===== src/sv/gri_pkg.sv =====
`default_nettype none
// ----------------------------------------------------------------------------
// gri_pkg: shared types and constants for the gyro rate integrator
// Field widths, command and phase codes, divider request/response structs.
// ----------------------------------------------------------------------------
package gri_pkg;

  localparam int SAMPLE_W  = 8;
  localparam int TOTAL_W   = 16;
  localparam int DIVISOR_W = 15;
  localparam int MATCH_W   = 8;
  localparam int CFG_IDX_W = 1;

  localparam logic [DIVISOR_W-1:0] DIVISOR_RST = DIVISOR_W'(145);
  localparam logic [MATCH_W-1:0]   MATCHES_RST = MATCH_W'(5);

  localparam logic [CFG_IDX_W-1:0] REG_DIVISOR = 1'b0;
  localparam logic [CFG_IDX_W-1:0] REG_MATCHES = 1'b1;

  typedef enum logic [1:0] {
    MODE_SAMPLE = 2'd0,
    MODE_START  = 2'd1,
    MODE_STOP   = 2'd2,
    MODE_CLEAR  = 2'd3
  } mode_t;

  typedef enum logic [1:0] {
    PH_IDLE = 2'd0,
    PH_CAL  = 2'd1,
    PH_ACC  = 2'd2
  } phase_t;

  typedef struct packed {
    logic                        start;
    logic signed [TOTAL_W-1:0]   dividend;
    logic        [DIVISOR_W-1:0] divisor;
  } div_req_t;

  typedef struct packed {
    logic                      done;
    logic signed [TOTAL_W-1:0] quotient;
  } div_rsp_t;

endpackage
`default_nettype wire


===== src/sv/gri_div.sv =====
`default_nettype none
// ----------------------------------------------------------------------------
// gri_div: iterative signed by unsigned divider
// Radix-2 restoring divide, one quotient bit per cycle, truncates toward zero.
// ----------------------------------------------------------------------------
module gri_div (
  input  wire logic              clk,
  input  wire logic              rst_n,
  input  wire gri_pkg::div_req_t req,
  output gri_pkg::div_rsp_t      rsp
);

  localparam int TW = gri_pkg::TOTAL_W;
  localparam int DW = gri_pkg::DIVISOR_W;
  localparam int CW = $clog2(TW);

  logic          busy_r, busy_nxt;
  logic          done_r, done_nxt;
  logic [CW-1:0] cnt_r, cnt_nxt;
  logic          neg_r;
  logic [TW-1:0] quo_r;
  logic [DW-1:0] rem_r;
  logic [DW-1:0] dvs_r;

  logic [DW:0]   trial;
  logic [DW+1:0] diff;
  logic          fits;
  logic [TW-1:0] mag;

  always_comb begin
    trial = {rem_r, quo_r[TW-1]};
    diff  = {1'b0, trial} - {2'b00, dvs_r};
    fits  = ~diff[DW+1];
    mag   = req.dividend[TW-1] ? TW'(-req.dividend) : TW'(req.dividend);
  end

  always_comb begin
    busy_nxt = busy_r;
    done_nxt = 1'b0;
    cnt_nxt  = cnt_r;
    if (req.start) begin
      busy_nxt = 1'b1;
      cnt_nxt  = '0;
    end else if (busy_r) begin
      cnt_nxt = cnt_r + CW'(1);
      if (cnt_r == CW'(TW - 1)) begin
        busy_nxt = 1'b0;
        done_nxt = 1'b1;
      end
    end
  end

  always_ff @(posedge clk) begin
    if (!rst_n) begin
      busy_r <= 1'b0;
      done_r <= 1'b0;
      cnt_r  <= '0;
    end else begin
      busy_r <= busy_nxt;
      done_r <= done_nxt;
      cnt_r  <= cnt_nxt;
    end
  end

  always_ff @(posedge clk) begin
    if (req.start) begin
      neg_r <= req.dividend[TW-1];
      quo_r <= mag;
      rem_r <= '0;
      dvs_r <= req.divisor;
    end else if (busy_r) begin
      rem_r <= fits ? diff[DW-1:0] : trial[DW-1:0];
      quo_r <= {quo_r[TW-2:0], fits};
    end
  end

  assign rsp.done     = done_r;
  assign rsp.quotient = neg_r ? $signed(-quo_r) : $signed(quo_r);

endmodule
`default_nettype wire


===== src/sv/gyro_rate_integrator_autozero.sv =====
`default_nettype none
// ----------------------------------------------------------------------------
// gyro_rate_integrator_autozero: gyro zero calibration and rate integration
// Each input transfer starts the 16-step iterative divider, and the input
// stalls until that item's result is taken into the output register.
// A finished result waits in the output register while the next item runs.
// Reset (synchronous, rst_n low): phase idle, count, offset and total zero,
// divisor 145, required matches 5, no result pending.
// ----------------------------------------------------------------------------
module gyro_rate_integrator_autozero (
  input  wire logic                                 clk,
  input  wire logic                                 rst_n,
  input  wire logic                                 cfg_we,
  input  wire logic [gri_pkg::CFG_IDX_W-1:0]        cfg_index,
  input  wire logic [gri_pkg::DIVISOR_W-1:0]        cfg_wdata,
  input  wire logic                                 in_valid,
  output logic                                      in_stall,
  input  wire logic [1:0]                           in_mode,
  input  wire logic [gri_pkg::SAMPLE_W-1:0]         in_rate_sample,
  output logic                                      out_valid,
  input  wire logic                                 out_stall,
  output logic [1:0]                                out_phase,
  output logic [gri_pkg::SAMPLE_W-1:0]              out_zero_offset,
  output logic signed [gri_pkg::TOTAL_W-1:0]        out_raw_total,
  output logic signed [gri_pkg::TOTAL_W-1:0]        out_degrees
);

  localparam int SW = gri_pkg::SAMPLE_W;
  localparam int TW = gri_pkg::TOTAL_W;
  localparam int DW = gri_pkg::DIVISOR_W;
  localparam int MW = gri_pkg::MATCH_W;

  typedef enum logic [1:0] {
    ST_READY,
    ST_DIV,
    ST_PUSH
  } seq_t;

  seq_t              st_r, st_nxt;
  logic [DW-1:0]     divisor_r, divisor_nxt;
  logic [MW-1:0]     req_match_r, req_match_nxt;
  gri_pkg::phase_t   phase_r, phase_nxt;
  logic [MW-1:0]     match_r, match_nxt;
  logic [SW-1:0]     offset_r, offset_nxt;
  logic [TW-1:0]     total_r, total_nxt;
  logic              out_valid_r, out_valid_nxt;
  logic              div_start_r, div_start_nxt;
  logic signed [TW-1:0] quot_r;
  logic [1:0]        out_phase_r;
  logic [SW-1:0]     out_offset_r;
  logic [TW-1:0]     out_total_r;
  logic signed [TW-1:0] out_deg_r;

  logic              in_xfer;
  logic              push;
  logic [MW-1:0]     match_inc;
  gri_pkg::div_req_t div_req;
  gri_pkg::div_rsp_t div_rsp;

  gri_div u_div (
    .clk   (clk),
    .rst_n (rst_n),
    .req   (div_req),
    .rsp   (div_rsp)
  );

  assign in_stall  = (st_r != ST_READY);
  assign in_xfer   = in_valid && !in_stall;
  assign push      = (st_r == ST_PUSH) && (!out_valid_r || !out_stall);
  assign match_inc = (in_rate_sample == offset_r) ? match_r + MW'(1) : '0;

  always_comb begin
    div_req.start    = div_start_r;
    div_req.dividend = $signed(total_r);
    div_req.divisor  = (divisor_r == '0) ? DW'(1) : divisor_r;
  end

  always_comb begin
    divisor_nxt   = divisor_r;
    req_match_nxt = req_match_r;
    if (cfg_we) begin
      unique case (cfg_index)
        gri_pkg::REG_DIVISOR: divisor_nxt   = cfg_wdata;
        gri_pkg::REG_MATCHES: req_match_nxt = cfg_wdata[MW-1:0];
        default: ;
      endcase
    end
  end

  always_comb begin
    phase_nxt  = phase_r;
    match_nxt  = match_r;
    offset_nxt = offset_r;
    total_nxt  = total_r;
    if (in_xfer) begin
      case (gri_pkg::mode_t'(in_mode))
        gri_pkg::MODE_SAMPLE: begin
          if (phase_r == gri_pkg::PH_CAL) begin
            offset_nxt = in_rate_sample;
            match_nxt  = match_inc;
            if (match_inc == req_match_r) begin
              phase_nxt = gri_pkg::PH_ACC;
              match_nxt = '0;
            end
          end else if (phase_r == gri_pkg::PH_ACC) begin
            total_nxt = total_r + TW'(in_rate_sample) - TW'(offset_r);
          end
        end
        gri_pkg::MODE_START: begin
          if (phase_r == gri_pkg::PH_IDLE) phase_nxt = gri_pkg::PH_CAL;
        end
        gri_pkg::MODE_STOP:  phase_nxt = gri_pkg::PH_IDLE;
        gri_pkg::MODE_CLEAR: total_nxt = '0;
        default: ;
      endcase
    end
  end

  always_comb begin
    st_nxt        = st_r;
    div_start_nxt = 1'b0;
    out_valid_nxt = out_valid_r && out_stall;
    unique case (st_r)
      ST_READY: begin
        if (in_xfer) begin
          st_nxt        = ST_DIV;
          div_start_nxt = 1'b1;
        end
      end
      ST_DIV: begin
        if (div_rsp.done) st_nxt = ST_PUSH;
      end
      ST_PUSH: begin
        if (push) begin
          st_nxt        = ST_READY;
          out_valid_nxt = 1'b1;
        end
      end
      default: st_nxt = ST_READY;
    endcase
  end

  always_ff @(posedge clk) begin
    if (!rst_n) begin
      st_r        <= ST_READY;
      divisor_r   <= gri_pkg::DIVISOR_RST;
      req_match_r <= gri_pkg::MATCHES_RST;
      phase_r     <= gri_pkg::PH_IDLE;
      match_r     <= '0;
      offset_r    <= '0;
      total_r     <= '0;
      out_valid_r <= 1'b0;
      div_start_r <= 1'b0;
    end else begin
      st_r        <= st_nxt;
      divisor_r   <= divisor_nxt;
      req_match_r <= req_match_nxt;
      phase_r     <= phase_nxt;
      match_r     <= match_nxt;
      offset_r    <= offset_nxt;
      total_r     <= total_nxt;
      out_valid_r <= out_valid_nxt;
      div_start_r <= div_start_nxt;
    end
  end

  always_ff @(posedge clk) begin
    if (div_rsp.done) quot_r <= div_rsp.quotient;
    if (push) begin
      out_phase_r  <= phase_r;
      out_offset_r <= offset_r;
      out_total_r  <= total_r;
      out_deg_r    <= quot_r;
    end
  end

  assign out_valid       = out_valid_r;
  assign out_phase       = out_phase_r;
  assign out_zero_offset = out_offset_r;
  assign out_raw_total   = $signed(out_total_r);
  assign out_degrees     = out_deg_r;

`ifndef SYNTH
  a_start_after_xfer: assert property (@(posedge clk) disable iff (!rst_n)
    in_xfer |=> div_start_r)
    else $error("divider not started after input transfer");

  a_done_in_div: assert property (@(posedge clk) disable iff (!rst_n)
    div_rsp.done |-> st_r == ST_DIV)
    else $error("divider finished outside divide state");

  a_acc_count_clear: assert property (@(posedge clk) disable iff (!rst_n)
    phase_r == gri_pkg::PH_ACC |-> match_r == '0)
    else $error("match count not clear while accumulating");

  a_push_phase: assert property (@(posedge clk) disable iff (!rst_n)
    push |=> out_phase != 2'd3)
    else $error("invalid phase reported");
`endif

endmodule
`default_nettype wire


===== config.mk =====
export PLATFORM = sky130hd
export DESIGN_NAME = gyro_rate_integrator_autozero
export DESIGN_NICKNAME = d
export VERILOG_FILES = /design/src/sv/gri_pkg.sv /design/src/sv/gri_div.sv /design/src/sv/gyro_rate_integrator_autozero.sv
export SDC_FILE = /design/constraint.sdc
export NUM_CORES = 1
export LEC_CHECK = 0
export ABC_AREA = 0
export BUFFER_PORTS_ARGS = -buffer_cell sky130_fd_sc_hd__buf_2
export CAP_MARGIN = 20
export CELL_PAD_IN_SITES_DETAIL_PLACEMENT = 0
export CELL_PAD_IN_SITES_GLOBAL_PLACEMENT = 1
export CORE_ASPECT_RATIO = 1.75
export CORE_UTILIZATION = 51
export DETAILED_ROUTE_END_ITERATION = 12
export GPL_TIMING_DRIVEN = 0
export PLACE_DENSITY_LB_ADDON = 0.1
export SLEW_MARGIN = 5
export SYNTH_ARGS = -nofsm -noshare
export SYNTH_HDL_FRONTEND = slang
export SYNTH_SLANG_ARGS = --single-unit

===== constraint.sdc =====
create_clock -name clk -period 6.7 [get_ports clk]
set_input_delay 1.34 -clock clk [delete_from_list [all_inputs] [get_ports clk]]
set_output_delay 1.34 -clock clk [all_outputs]
set_load 0.01 [all_outputs]

==> summary.txt, run 1 <==
Worst hold path
  • WHS Path Cells: 0
  • Hold path endpoint: out_degrees[14]
  • Hold Path Class: register to register
  • Hold path startpoint: quot_r[14]

Floorplan
  • Ports: 75
  • Die W: 103 µm
  • Core area: ~0.017 mm²
  • Die height: 179 µm
  • Initial Util: 0.521
  • Die area: 0.0184 mm²
  • Row count: 64

Critical path
  • Worst reg2reg startpoint: total_r[1]
  • Reg2reg end: total_r[15]
  • R2R Setup Slk: 3130 ps
  • Most common cell on crit path: inv_1
  • CP Max Fanout: 3
  • Critical path launch point type: input pin
  • CP endpoint kind: register
  • Largest stage delay, worst path: 610 ps
  • Worst path bufs/invs: 3
  • Critical path arrival: about 4600 ps
  • Critical path cell sequence: buf_2 -> inv_1 -> fa_1 -> inv_1 -> ha_1 -> a211oi_1 -> nor2_1 -> a2111oi_1 -> o41ai_1 -> mux2_2 -> nor3_1 -> o21ai_0 -> a21boi_1
  • Slowest cell on the critical path: a2111oi_1
  • Crit path max-delay family: compound AO/OA/AOI/OAI gates
  • Crit Path Class: input pin to register
  • CP Data Required Time: 7060 ps
  • Reg2Reg Depth: 12

Logic synthesis
  • Commonest cells in the netlist: nand2_1 (120), edfxtp_1 (90), inv_1 (85)
  • Synth area leaders: edfxtp_1 (30%), dfxtp_1 (18%), ha_1 (7.0%), nand2_1 (4.9%), xnor2_1 (4.3%)
  • Post-synth EDFFs: 90
  • Yosys top cell area share: 0.297
  • Syn Area/Cell: 9.81 µm²
  • Complex-gate fraction of the synthesized area: 0.147
  • Most frequent cell after synthesis: nand2_1
  • Post-Syn Nets: 1,019
  • Cells after Synth: slightly above 900
  • Post-synthesis mux area share: 0.0164
  • Post-Synth Adder-Cell Area: 0.0899
  • Xor/xnor cell area share of the yosys netlist: 0.0568
  • Post-synth top flop: edfxtp_1
  • Simple-gate share of the synthesized area: 0.156
  • Yosys cell types: 65
  • Yosys warns: 0
  • Syn Std Cell Area: 0.00910 mm²
  • Largest family of logic cells by synthesized area: simple AND/OR/NAND/NOR gates
  • Sequential area share after synthesis: 0.477
  • Synthesized flop and latch total: 172
  • Synth area leader: edfxtp_1
  • Ys async rst share: 0

Drt
  • Avg Vias per Cell: 5.29
  • M1 WL: around 8200 µm
  • Top Layer Used: met4
  • DRC violations left: 0
  • DR vias: 6,705
  • 1st-pass router iterations: 5
  • Met3 wire len: 428 µm
  • Drt total wl: 19,900 µm
  • Initial DRC count: 230
  • Post-route ant nets: 0
  • Routed length per instance: about 16 µm
  • Met2 Wirelength: 11,000 µm

Power and ir drop
  • Power Dens Cells: 267 mW/mm²
  • Worst VDD drop: 0.157 mV
  • Leak pwr: approximately 4.0 nW

Run
  • Max Cap Viol: 0

Timing
  • Final max-slew violation count: 0
  • RSZ-0062 raised after global routing: no
  • Rel. slew slack: 0.424
  • Final hold violations: 0
  • Clk_skew: around 11 ps
  • Worst-margin pin slew: 863 ps
  • Final worst-path cycle share: 0.629
  • Peak Freq: 237 MHz
  • Crit path time final: 4220 ps
  • Sum Neg Setup Slack: 0 ps
  • Final setup vio count: 0

Finish
  • Final instance area: between 0.01 and 0.015 mm²
  • Synthesis-to-finish area growth: 13.9%
  • Antenna diode count: 0
  • Share of layout cells above drive strength 1: 0.125
  • # nets final: around 1.1k

CTS
  • CTS Buffer Depth: 2
  • Root Driver: clkbuf_16
  • Clock sinks: between 150 and 200
  • CTS tree: done
  • TritonCTS Buffers: 17
  • # Post-CTS Setup Buffers: 0
  • Post-CTS resize count: 0
  • Clk_lat worst skew: 430 ps
  • CTS Hold Bufs: 0
  • Htree depth: 4
  • Clock transition at path regs: 70 ps

Place
  • DPL Wire Length: 15,400 µm
  • IO Port Bufs: 74
  • RD Place Congestion: approximately 0.88
  • Dpl cell area: 0.00980 mm²

Global route
  • Total gr overflow: 0
  • GRT Resource Usage Total: 0.235
  • Via count of the first global-routing pass: 6,609
  • Antenna violations before repair: 0
  • Global-route wire length before repair: 32,800 µm
  • Largest net degree at the start of global routing: 31

Status
  • Status: finished, final reports clean
-- cells in the final DEF (no fill, tap or decap), types with 4 or more instances in the layout --
cell type | netlist | layout
nand2_1 | 120 | 120
edfxtp_1 | 90 | 90
inv_1 | 85 | 85
dfxtp_1 | 82 | 82
buf_2 | 2 | 77
nor2_1 | 52 | 52
a21oi_1 | 52 | 51
ha_1 | 51 | 51
xnor2_1 | 45 | 45
clkbuf_1 | 43 | 43
a21boi_0 | 30 | 30
nor2b_1 | 22 | 22
nor3_1 | 19 | 19
o21ai_0 | 19 | 19
nand3_1 | 19 | 19
clkbuf_16 | 0 | 17
xor2_1 | 14 | 14
o31ai_1 | 12 | 12
a211oi_1 | 11 | 11
o211ai_1 | 9 | 9
nand4_1 | 9 | 9
a22oi_1 | 9 | 9
fa_1 | 9 | 9
or3_1 | 8 | 8
nor4_1 | 8 | 8
mux2_2 | 7 | 7
mux2i_1 | 7 | 7
o21a_1 | 7 | 7
and2_1 | 7 | 7
nand2b_1 | 6 | 6
a31o_1 | 6 | 6
inv_8 | 0 | 6
and3_1 | 5 | 5
o21bai_1 | 5 | 5
nand3b_1 | 5 | 5
a21o_1 | 4 | 4
nor3b_1 | 4 | 4
-- worst reg2reg max path: cells and delay by family (launching register included) --
kind,cells,cell delay [ps]
compound gates,5,1450
fa+ha+maj,2,850
buf+inv,2,160
flops,1,390
mux,1,340
simple gates,2,320
-- how the worst max path moves through the flow --
stage                      startpoint               end  slack, ps  cells past startpoint
floorplan           in_rate_sample[6]       total_r[15]       2670                     12
global placement            out_stall  out_raw_total[2]       1750                      2
detailed placement  in_rate_sample[1]       total_r[15]       2110                     13
CTS                 in_rate_sample[1]       total_r[15]       2530                     13
global route        in_rate_sample[1]       total_r[15]       2160                     13
finish              in_rate_sample[1]       total_r[15]       2480                     13
-- logic make-up after synthesis --
kind of cell / Yosys count
and+or+nand+nor: 296
AOI/OAI and AO/OA: 194
DFF: 172
buffers and inverters: 133
adders and majority gates: 60
xor gates and xnor gates: 59
muxes: 14
-- sequential cells by signal, summed over array words and instances, names as in the netlist, 4 cells and up --
register,cells
total_r,16
out_zero_offset,8
out_raw_total,16
u_div.cnt_r,4
divisor_r,15
req_match_r,8
u_div.rem_r,15
u_div.dvs_r,15
quot_r,16
out_degrees,16
offset_r,8
match_r,8
u_div.quo_r,16
-- power by group --
| group | leakage, nW | internal (mW) | switching, mW |
|---|---|---|---|
| clock network | 0.279 | 0.496 | 0.455 |
| registers | 1.51 | 1.17 | 0.0584 |
| logic | 2.21 | 0.255 | 0.334 |
| total | 4.00 | 1.92 | 0.847 |
-- stage by stage --
stage               setup slack [ps]   util  hold slack, ps  power, mW  cells
floorplan                       2670      -             400       1.70    928
global placement                1750  0.559             401       1.84   1233
detailed placement              2110  0.561             405       1.84   1235
CTS                             2530  0.594             418       2.79   1267
global route                    2160  0.594             423       2.91   1267
finish                          2480  0.594             421       2.77   1267
-- area by class of cell --
type / instances / area (µm²)
plain buffers: 48 / 200
clock buffers: 17 / 425
clock inverters: 15 / 148
fillers: 1631 / 7090
inverters: 85 / 319
multi-input cells: 623 / 4250
flip-flops and latches: 172 / 4340
well taps: 231 / 289
repair buffers: 76 / 395
-- metal layers --
layer	GRT usage	vias up
met5	0	-
met1	0.265	3150
li1	-	3423
met3	0.0296	31
met2	0.445	101
met4	0.0775	0
(Power assumes the default switching activity.)
==> run 2, diff against run 1 <==
--- a/config.mk
+++ b/config.mk
@@ -11,7 +11,7 @@
 export CELL_PAD_IN_SITES_DETAIL_PLACEMENT = 0
 export CELL_PAD_IN_SITES_GLOBAL_PLACEMENT = 1
 export CORE_ASPECT_RATIO = 1.75
-export CORE_UTILIZATION = 51
+export CORE_UTILIZATION = 47
 export DETAILED_ROUTE_END_ITERATION = 12
 export GPL_TIMING_DRIVEN = 0
 export PLACE_DENSITY_LB_ADDON = 0.1
==> constraint.sdc (replaced) <==
create_clock -name clk -period 3.9 [get_ports clk]
set_input_delay 0.78 -clock clk [delete_from_list [all_inputs] [get_ports clk]]
set_output_delay 0.78 -clock clk [all_outputs]
set_load 0.01 [all_outputs]
==> run 2 against run 1 <==
  * Utilization fell by 5.0 points
  * First-iteration DRC count grew 8.3%
  * Clock power is 63% higher
  * Flip-flop and latch count is the same
  * Combinational power increased by 73%
  * Register-to-register slack worse by 2800 ps
  * Total power rose by 69%
  * Cell area decreased by 0.25%
  * Via count is 0.49% higher
  * Critical path type is now register to register
  * Highest routed layer unchanged
==> summary.txt, run 2 (synthesis results as in run 1) <==
Status
  • Status: finished, final reports clean

Drt
  • DRC violations left: 0
  • 1st-pass router iterations: 5
  • Routed length per instance: 16.3 µm
  • Drt total wl: 20,800 µm
  • Met2 Wirelength: 11,400 µm
  • Post-route ant nets: 0
  • Avg Vias per Cell: 5.28
  • M1 WL: roughly 8300 µm
  • Met3 wire len: roughly 550 µm
  • DR vias: around 6.7k
  • Initial DRC count: 249
  • Top Layer Used: met4

Global route
  • Via count of the first global-routing pass: between 6k and 7k
  • Total gr overflow: 0
  • Global-route wire length before repair: 33,400 µm
  • GRT Resource Usage Total: 0.221
  • Antenna violations before repair: 0
  • Largest net degree at the start of global routing: 31

Finish
  • Fillers: approximately 1.8k
  • Synthesis-to-finish area growth: 13.7%
  • Flip-flop and latch area: 0.00434 mm²
  • Most common cell after layout, fill and taps aside: nand2_1
  • Antenna diode count: 0
  • Final instance area: 0.0103 mm²
  • # nets final: ~1.1k
  • Share of layout cells above drive strength 1: 0.124
  • Commonest non-fill, non-tap cells in the layout: nand2_1 (120), edfxtp_1 (90), inv_1 (85)
  • Final core utilization: 0.543
  • Multi-input gate area: 0.00425 mm²
  • Layout Cells excl Fill: about 1.3k

Critical path
  • Most common cell on crit path: inv_1
  • Critical path arrival: 3910 ps
  • R2R Setup Slk: 360 ps
  • CP Data Required Time: 4260 ps
  • Critical path launch point type: register
  • Crit path max-delay family: compound AO/OA/AOI/OAI gates
  • Crit Path Class: register to register
  • CP Max Fanout: 5
  • Worst path bufs/invs: 2
  • Slowest cell on the critical path: o41ai_1
  • Critical path cell sequence: inv_1 -> fa_1 -> inv_1 -> ha_1 -> and3_1 -> a21boi_0 -> a2111oi_2 -> o41ai_1 -> mux2_2 -> nor3_1 -> o21ai_0 -> a21boi_1
  • CP endpoint kind: register
  • Largest stage delay, worst path: 590 ps

CTS
  • Htree depth: 4
  • Clock transition at path regs: ~70 ps
  • Clk_lat worst skew: around 440 ps
  • TritonCTS Buffers: 17
  • Clock sinks: 172
  • # Post-CTS Setup Buffers: 0
  • CTS Buffer Depth: 2
  • Root Driver: clkbuf_16
  • CTS tree: done

Place
  • Dpl cell area: around 0.0098 mm²
  • DPL Wire Length: 16,100 µm
  • RD Place Congestion: ~0.86
  • Post-placement cell count: 1,245
  • IO Port Bufs: 74
  • Dpl ws: -181 ps

Run
  • Max Cap Viol: 0

Floorplan
  • Die area: about 0.02 mm²
  • Initial Util: 0.478
  • Die W: 107 µm
  • Die height: 186 µm
  • Core area: 0.0190 mm²
  • Row count: 67
  • Ports: 75

Worst hold path
  • Hold Path Class: register to register

Timing
  • Peak Freq: roughly 280 MHz
  • Final hold violations: 0
  • RSZ-0062 raised after global routing: no
  • Clk_skew: between 8 and 9 ps
  • Rel. slew slack: 0.428
  • Final setup vio count: 0
  • Final worst-path cycle share: 0.909
  • Final worst slack: 356 ps
  • Worst-margin pin slew: 857 ps
  • Final max-slew violation count: 0
  • Crit path time final: about 3500 ps

Power and ir drop
  • Leak pwr: 3.98 nW
  • Power Dens Cells: approximately 450 mW/mm²
  • Worst VDD drop: roughly 0.26 mV
==> run 2: repair_timing <==
action	4_1_cts	5_1_grt
endpoints found under the setup margin	0	1
resized for setup	0	1
hold buffers	0	0
==> run 2: cell type report <==
class | count | share of cell area
plain buffers | 48 | 0.0194
clock buffers | 19 | 0.0419
clock inverters | 13 | 0.00932
inverters | 85 | 0.0308
multi-input cells | 623 | 0.411
flip-flops and latches | 172 | 0.420
well taps | 241 | 0.0292
repair buffers | 76 | 0.0382
==> run 2: metal layers <==
| metal | GRT usage | vias up |
|---|---|---|
| met2 | 0.423 | 106 |
| li1 | - | 3416 |
| met1 | 0.239 | 3187 |
| met5 | 0 | - |
| met3 | 0.0354 | 29 |
| met4 | 0.0877 | 0 |
==> run 2: stage by stage <==
step	hold slack, ps	power, mW	TNS, ps
2_1_floorplan	400	2.92	0
3_3_place_gp	401	3.16	-25330
3_5_place_dp	406	3.17	-181
4_1_cts	418	4.72	0
5_1_grt	427	4.93	0
6_report	418	4.68	0
==> run 2: worst paths after layout <==
path,start,end,cells after the start
worst max-delay path,total_r[7],total_r[15],12
worst max register to register,total_r[7],total_r[15],12
worst min-delay path,quot_r[9],out_degrees[9],0
worst min register to register,quot_r[9],out_degrees[9],0
==> run 2: power by group <==
group / switching (mW) / internal [mW] / total, mW
Sequential: 0.0986 / 2.01 / 2.11
Combinational: 0.582 / 0.438 / 1.02
Clock: 0.730 / 0.818 / 1.55
